$ cat config.mk
export PLATFORM = sky130hd
export DESIGN_NAME = poe_div
export DESIGN_NICKNAME = d
export VERILOG_FILES = /design/src/rtl/poe_div.sv
export SDC_FILE = /design/constraint.sdc
export NUM_CORES = 1
export LEC_CHECK = 0
export BUFFER_PORTS_ARGS = -buffer_cell sky130_fd_sc_hd__buf_2
export CORE_AREA = 2 2 147 77
export CTS_BUF_LIST = sky130_fd_sc_hd__clkbuf_2
export DETAILED_ROUTE_END_ITERATION = 6
export DIE_AREA = 0 0 149 79
export PLACE_DENSITY_LB_ADDON = 0.05
export SETUP_SLACK_MARGIN = 0.15
export SLEW_MARGIN = 15
export SYNTH_ARGS = -nofsm -noshare
export SYNTH_HDL_FRONTEND = slang
export SYNTH_SLANG_ARGS = --single-unit
$ cat constraint.sdc
create_clock -name clk_i -period 8.3 [get_ports clk_i]
set_clock_uncertainty 0.15 [all_clocks]
set_input_delay 0.415 -clock clk_i [delete_from_list [all_inputs] [get_ports clk_i]]
set_output_delay 0.415 -clock clk_i [all_outputs]
set_load 0.1 [all_outputs]
$ cat src/rtl/poe_div.sv
module poe_div #(
  parameter int unsigned DW = 33,
  parameter int unsigned VW = 31
) (
  input  logic          clk_i,
  input  logic          rst_ni,
  input  logic          start_i,
  input  logic [DW-1:0] dividend_i,
  input  logic [VW-1:0] divisor_i,
  output logic          done_o,
  output logic [DW-1:0] quot_o,
  output logic [VW-1:0] rem_o
);

  localparam int unsigned CW = $clog2(DW + 1);

  logic [DW-1:0] quot_q, quot_d;
  logic [VW-1:0] rem_q, rem_d;
  logic [VW-1:0] dvs_q, dvs_d;
  logic [CW-1:0] cnt_q, cnt_d;
  logic          busy_q, busy_d;
  logic          done_q, done_d;
  logic [VW:0]   trial;
  logic          ge;

  // one restoring step per cycle
  always_comb begin
    trial  = {rem_q, quot_q[DW-1]};
    ge     = trial >= {1'b0, dvs_q};
    quot_d = quot_q;
    rem_d  = rem_q;
    dvs_d  = dvs_q;
    cnt_d  = cnt_q;
    busy_d = busy_q;
    done_d = 1'b0;
    if (start_i) begin
      quot_d = dividend_i;
      rem_d  = '0;
      dvs_d  = divisor_i;
      cnt_d  = '0;
      busy_d = 1'b1;
    end else if (busy_q) begin
      rem_d  = ge ? VW'(trial - {1'b0, dvs_q}) : VW'(trial);
      quot_d = {quot_q[DW-2:0], ge};
      cnt_d  = cnt_q + CW'(1);
      if (cnt_q == CW'(DW - 1)) begin
        busy_d = 1'b0;
        done_d = 1'b1;
      end
    end
  end

  always_ff @(posedge clk_i or negedge rst_ni) begin
    if (!rst_ni) begin
      busy_q <= 1'b0;
      done_q <= 1'b0;
      cnt_q  <= '0;
    end else begin
      busy_q <= busy_d;
      done_q <= done_d;
      cnt_q  <= cnt_d;
    end
  end

  always_ff @(posedge clk_i) begin
    quot_q <= quot_d;
    rem_q  <= rem_d;
    dvs_q  <= dvs_d;
  end

  assign done_o = done_q;
  assign quot_o = quot_q;
  assign rem_o  = rem_q;

endmodule

==> metrics.md, run 1 <==
| Metric | Value |
|---|---|
| Fin Setup TNS | `0 ps` |
| IO Count | `132` |
| Routed WL | `16400 um` |
| Nets | `874` |
| Tightest Pin Transition | `1220 ps` |
| Status | `finished clean` |
| Fmax | `262 MHz` |
| # H-tree levels | `3` |
| Final setup margin | `4480 ps` |
| Syn_nets | `689` |
| Met1 Resource Use GR | `0.442` |
| Pin count of the biggest net entering global routing | `62` |
| Critical Path RT | `8680 ps` |
| # DRC | `0` |
| Vias post-DR | `5346` |
| Synth Warn # | `0` |
| Register area share after synthesis | `0.454` |
| Slew HR | `0.183` |
| Max stage delay on crit path | `620 ps` |
| Gp weighted congestion | `0.942` |
| CTS tree | `done` |
| Vias/cell | `5.79` |
| Clock Tree Buf Depth | `2` |
| Detail Route Antenna Nets | `0` |
| Tot GR Track Use | `0.288` |
| First-pass GRT wire length | `26200 um` |
| Mapped Cells | `588` |
| Placement Setup Slack | `4660 ps` |
| Max-cap violations | `0` |
| Final hold vios | `0` |
| Port Buffers | `131` |
| Diode count | `0` |
| Final-report setup violation count | `0` |
| Congestion Overflow GR | `0` |
| Initial antenna violation count | `0` |
| Row cnt | `27` |
| Worst reg2reg path depth | `10` |
| Setup CP Type | `reg2reg` |
| Register bit total from synthesis | `103` |
| Yosys cell types | `68` |
| RSZ-0062 raised after global routing | `no` |
| Starting density of the core | `0.569` |
| Clk pin slew, worst setup/hold paths | `300 ps` |
| Max-slew violation count | `0` |
| FFs w/ async S/R, synth | `0.0777` |
| Top post-synthesis cells by area | `edfxtp_1 (32%), dfxtp_1 (10%), ha_1 (6.8%), mux2_2 (6.3%), dfrtp_1 (3.3%)` |
| Layout cells sized above 1 | `0.260` |
| Hold WC Path Type | `in2reg` |
| Leak | `3.32 nW` |
| Vias in the first global route | `4991` |
| Crit end category | `flip-flop` |
| Crit-path slowest cell | `a21o_1` |
| Pwr/cell area | `152 nW/um2` |
| Drt first pass iters | `5` |
| IR drop worst, VDD | `129 uV` |
| Hold Crit Depth | `1` |
| Die H | `79 um` |
| Number of flops mapped to enable cells by yosys | `64` |
| Clock root buffer | `clkbuf_2` |
| Cts bufs inserted | `9` |
| Crit-path cells | `inv_1 -> ha_1 -> fa_1 -> nand2b_1 -> a21oi_1 -> o21ai_0 -> a21o_1 -> a21o_1 -> or3_1 -> a311oi_2` |
| Synthesized area | `6040 um2` |
| Yosys top cell area share | `0.318` |
| Arrival @ worst endpoint | `4200 ps` |
| Max FO, Critical Path | `30` |
| GR Layer Usage met2 | `0.420` |
| Tmin final | `3820 ps` |
| Wire per inst | `17.8 um` |
| Busiest grt layer | `met1` |
| Clock sink total | `103` |
| DRT iter0 DRCs | `525` |
| Post-DP HPWL | `11200 um` |
| Core ar. | `10600 um2` |
| Worst skew pair latency | `610 ps` |
| Final period util | `0.460` |
| Avg Cell Area, Syn | `10.3 um2` |
| Fin area | `7580 um2` |
| Top cell by count, worst path | `a21o_1` |
| Die Area | `11800 um2` |
| Post-CTS Setup Bufs | `0` |
| Met3 Track Usage GR | `0.0609` |
| Top cell type by total area after synthesis | `edfxtp_1` |
| Placed cell areas | `6790 um2` |
| Design Power | `1.15 mW` |
| Die Width | `149 um` |
| Startpoint Class | `flip-flop` |
| Primary FF master, synth | `edfxtp_1` |
| Area delta synth->final | `25.4%` |
-- flip-flops by register name (all words and copies together), names as in the netlist --
name    flops
quot_o     33
dvs_q      31
rem_o      31
cnt_q       6
busy_q      1
done_o      1
-- critical path: cells and delay by family, from the launching register on --
family	cells	cell delay, ps
and+or+nand+nor	2	750
buffers and inverters	1	60
DFF	1	450
adders and majority gates	2	630
AOI/OAI and AO/OA	5	1700
-- cell families after synthesis --
kind of cell | Yosys count | share of synthesized area
fa+ha+maj | 34 | 0.0717
flops | 103 | 0.454
simple gates | 173 | 0.146
xor+xnor | 21 | 0.0304
mux | 46 | 0.0835
compound gates | 136 | 0.165
buf+inv | 75 | 0.0493
-- path summary, 6_finish.rpt --
| kind | startpoint | endpoint | slack, ps |
|---|---|---|---|
| worst min register to register | rem_o[7] | rem_o[8] | 390 |
| worst max-delay path | quot_o[32] | rem_o[18] | 4480 |
| max in group asynchronous | rst_ni | cnt_q[0] | 7160 |
| worst max register to register | quot_o[32] | rem_o[18] | 4480 |
| worst min-delay path | start_i | dvs_q[10] | 130 |
| min in group asynchronous | rst_ni | done_o | 580 |
-- cells in the final DEF (no fill, tap or decap), types with 5 or more instances in the layout --
cell type      instances
nand4_1                7
buf_2                130
a211oi_1              11
and3_1                 7
nand3_1               10
o21ai_0               16
o31ai_1                5
mux2_2                34
edfxtp_1              64
a311oi_1               9
nand2_1               45
a31oi_1                5
clkbuf_2               9
mux2i_1               11
dfrtp_1                8
xor2_1                11
o21ai_1               10
buf_4                  5
nor3_1                14
inv_1                 48
dfxtp_1               31
ha_1                  33
nand2b_1               8
a21o_1                 9
a32oi_1                8
xnor2_1               10
nor2_1                42
dlygate4sd3_1         66
nand4b_1               7
a21oi_1               26
nor4_1                 7
-- report_power, final --
| group | internal, mW | leakage, nW | total, mW | switching, mW |
|---|---|---|---|---|
| clock network | 0.0733 | 0.0708 | 0.254 | 0.181 |
| registers | 0.579 | 1.01 | 0.594 | 0.0152 |
| logic | 0.0907 | 2.24 | 0.305 | 0.215 |
| total | 0.743 | 3.32 | 1.15 | 0.411 |
-- layout make-up --
type / instances / area [um2]
clock inverters: 7 / 78.8
inverters: 48 / 180
clock buffers: 9 / 45.0
multi-input cells: 410 / 3000
repair buffers: 201 / 1350
well taps: 145 / 181
flip-flops and latches: 103 / 2740
fillers: 832 / 3030
-- Yosys cell counts (all sizes together), types with 5 or more instances --
cell and instances:
dfrtp 8, and2 5, nand4b 7, mux2i 11, nor3 14, dfxtp 31, clkbuf 18, nand3 12
ha 33, mux2 35, nor2 44, nor4 7, nand2b 8, inv 48, a21o 9, edfxtp 64
a21oi 27, nand4 7, a32oi 8, nand2 47, a311oi 13, xor2 11, a211oi 11, o31ai 5
o21ai 26, buf 9, xnor2 10, a31oi 5, and3 8
-- layer usage --
layer / share of wire / vias to the layer above / wire length, um
met5: 0 / - / 0
met4: 0.0049 / 0 / 80
met3: 0.085 / 8 / 1390
met2: 0.41 / 235 / 6810
met1: 0.50 / 2545 / 8160
li1: - / 2558 / -
-- metrics by stage --
stage          hold WS, ps  std cells   util
5_1_grt               89.9        923  0.714
3_3_place_gp           112        841  0.640
3_5_place_dp           112        841  0.640
6_report               132        923  0.714
4_1_cts               91.5        923  0.714
2_1_floorplan        -30.6        588      -
-- timing repair --
action                    4_1_cts  5_1_grt
hold buffers                   66        0
hold endpoints to repair       72        0
resized for setup               0        0
(Power assumes the default switching activity.)
==> run 2, diff against run 1 <==
Settings changed: CORE_AREA 2 2 147 77 to 2 2 149 78, DIE_AREA 0 0 149 79 to 0 0 151 80.
Clock period 8.3 ns to 3.8 ns, I/O delays scaled along.
==> run 2 against run 1 <==
  * Total power up 120%
  * Final cell count up 0.98%
  * Register-to-register slack worse by 4000 ps
  * Sequential cell count unchanged
  * Hold slack worse by 54 ps
  * Wire length up 2.2%
  * Combinational power up 120%
  * Via count up 1.8%
==> metrics.md, run 2 (same netlist as run 1, synthesis figures left out) <==
| Metric | Value |
|---|---|
| Max FO, Critical Path | `4 (-87%)` |
| Die Area | `12100 um2 (+2.6%)` |
| Starting density of the core | `0.562 (-0.00716)` |
| Detail Route Antenna Nets | `0 (unchanged)` |
| IR drop worst, VDD | `244 uV (+89%)` |
| Tot GR Track Use | `0.285 (-0.00286)` |
| R2R setup slack | `470 ps (-4010 ps)` |
| Max stage delay on crit path | `700 ps (+80 ps)` |
| Leak | `3.36 nW (+1.2%)` |
| Hold WC Path Type | `in2reg` |
| Critical path buffers and inverters | `0 (-1)` |
| Area delta synth->final | `26.2%` |
| Tmin final | `3330 ps (-487 ps)` |
| Clk pin slew, worst setup/hold paths | `330 ps (+30 ps)` |
| Slew HR | `0.481 (+0.298)` |
| Crit-path slowest cell | `o31ai_1` |
| IO Count | `132 (unchanged)` |
| Layout cells sized above 1 | `0.267 (+0.00720)` |
| Startpoint Class | `flip-flop` |
| Diode count | `0 (unchanged)` |
| # DRC | `0 (unchanged)` |
| Max reg flops | `33 (unchanged)` |
| Wire per inst | `18.0 um (+1.2%)` |
| RSZ-0062 raised after global routing | `no` |
| Nets | `883 (+1.0%)` |
| Worst skew pair latency | `650 ps (+40 ps)` |
| Clock root buffer | `clkbuf_2` |
| Crit end category | `flip-flop` |
| Crit-path cells | `ha_1 -> a21oi_1 -> o21ai_0 -> o31ai_1 -> a32o_1 -> xnor2_1 -> nand2_1 -> a311oi_2` |
| Final-report setup violation count | `0 (unchanged)` |
| Clock Tree Buf Depth | `2 (unchanged)` |
| Fin Setup TNS | `0 ps (unchanged)` |
| Tightest Pin Transition | `778 ps (-447 ps)` |
| Core ar. | `10700 um2 (+1.3%)` |
| Gp weighted congestion | `0.920 (-2.3%)` |
| Top delay family on crit path | `compound AO/OA/AOI/OAI gates` |
| Commonest non-fill, non-tap cell in the layout | `buf_2` |
| Congestion Overflow GR | `0 (unchanged)` |
| Hold WS | `78.5 ps (-53.9 ps)` |
| Arrival @ worst endpoint | `3750 ps (-450 ps)` |
| First-pass GRT wire length | `26100 um (-0.40%)` |
| Clock sink total | `103 (unchanged)` |
| Die Width | `151 um (+1.3%)` |
| Post-CTS sizing | `0 (unchanged)` |
| Final period util | `0.877 (+0.417)` |
| Routed WL | `16800 um (+2.2%)` |
| Die H | `80 um (+1.3%)` |
| DRT iter0 DRCs | `565 (+7.6%)` |
| Vias in the first global route | `4975 (-0.32%)` |
| Row cnt | `27 (unchanged)` |
| Vias post-DR | `5442 (+1.8%)` |
| Pin count of the biggest net entering global routing | `65 (+4.8%)` |
| Port Buffers | `131 (unchanged)` |
| Max-slew violation count | `0 (unchanged)` |
| # H-tree levels | `3 (unchanged)` |
| Final hold vios | `0 (unchanged)` |
| Setup CP Type | `reg2reg` |
| Post-CTS Setup Bufs | `0 (unchanged)` |
| Cts bufs inserted | `9 (unchanged)` |
| Status | `finished clean` |
| Initial antenna violation count | `0 (unchanged)` |
| Vias/cell | `5.84 (+0.81%)` |
| Pwr/cell area | `326 nW/um2 (+110%)` |
| Post-DP HPWL | `11600 um (+4.2%)` |
| Highest-count cells in the layout ignoring fill and taps | `buf_2 (130), dlygate4sd3_1 (67), edfxtp_1 (64)` |
| Fmax | `300 MHz (+15%)` |
| Critical Path RT | `4220 ps (-4460 ps)` |
| Cts hold-fix bufs | `67 (+1.5%)` |
| Drt first pass iters | `5 (unchanged)` |
| CTS tree | `done` |
| Max-cap violations | `0 (unchanged)` |
## run 2: area by class of cell
cell class,count,area [um2]
well taps,145,181
repair buffers,210,1420
multi-input cells,410,3000
clock inverters,6,52.6
clock buffers,10,50.0
flip-flops and latches,103,2740
fillers,826,3120
inverters,48,180
## run 2: metal layers
layer / global-route usage / vias to the layer above / part of all wire
li1: - / 2586 / -
met1: 0.443 / 2568 / 0.48
met2: 0.399 / 276 / 0.41
met3: 0.0697 / 12 / 0.10
met4: 0.0579 / 0 / 0.0082
met5: 0 / - / 0
## run 2: where the power goes
group | total [mW] | leakage (nW) | switching [mW] | internal, mW
registers | 1.30 | 1.01 | 0.0326 | 1.27
clock network | 0.518 | 0.0708 | 0.414 | 0.104
logic | 0.668 | 2.28 | 0.468 | 0.200
total | 2.48 | 3.36 | 0.915 | 1.57
## run 2: metrics by stage
step | util | cells | setup slack, ps | instance area (um2) | total power, mW
global route | 0.710 | 932 | 276 | 7630 | 2.57
CTS | 0.710 | 932 | 568 | 7630 | 2.48
finish | 0.710 | 932 | 467 | 7630 | 2.48
global placement | 0.638 | 849 | 754 | 6850 | 1.92
detailed placement | 0.638 | 849 | 634 | 6850 | 1.93
floorplan | - | 588 | 192 | 6040 | 1.79
## run 2: path summary, 6_finish.rpt
check | startpoint | to | cells after the start
setup / recovery | rem_o[14] | rem_o[19] | 8
hold / removal | divisor_i[9] | dvs_q[9] | 2
setup reg to reg | rem_o[14] | rem_o[19] | 8
hold reg to reg | rem_o[2] | rem_o[3] | 2
max in group asynchronous | rst_ni | cnt_q[1] | 3
min in group asynchronous | rst_ni | cnt_q[5] | 3
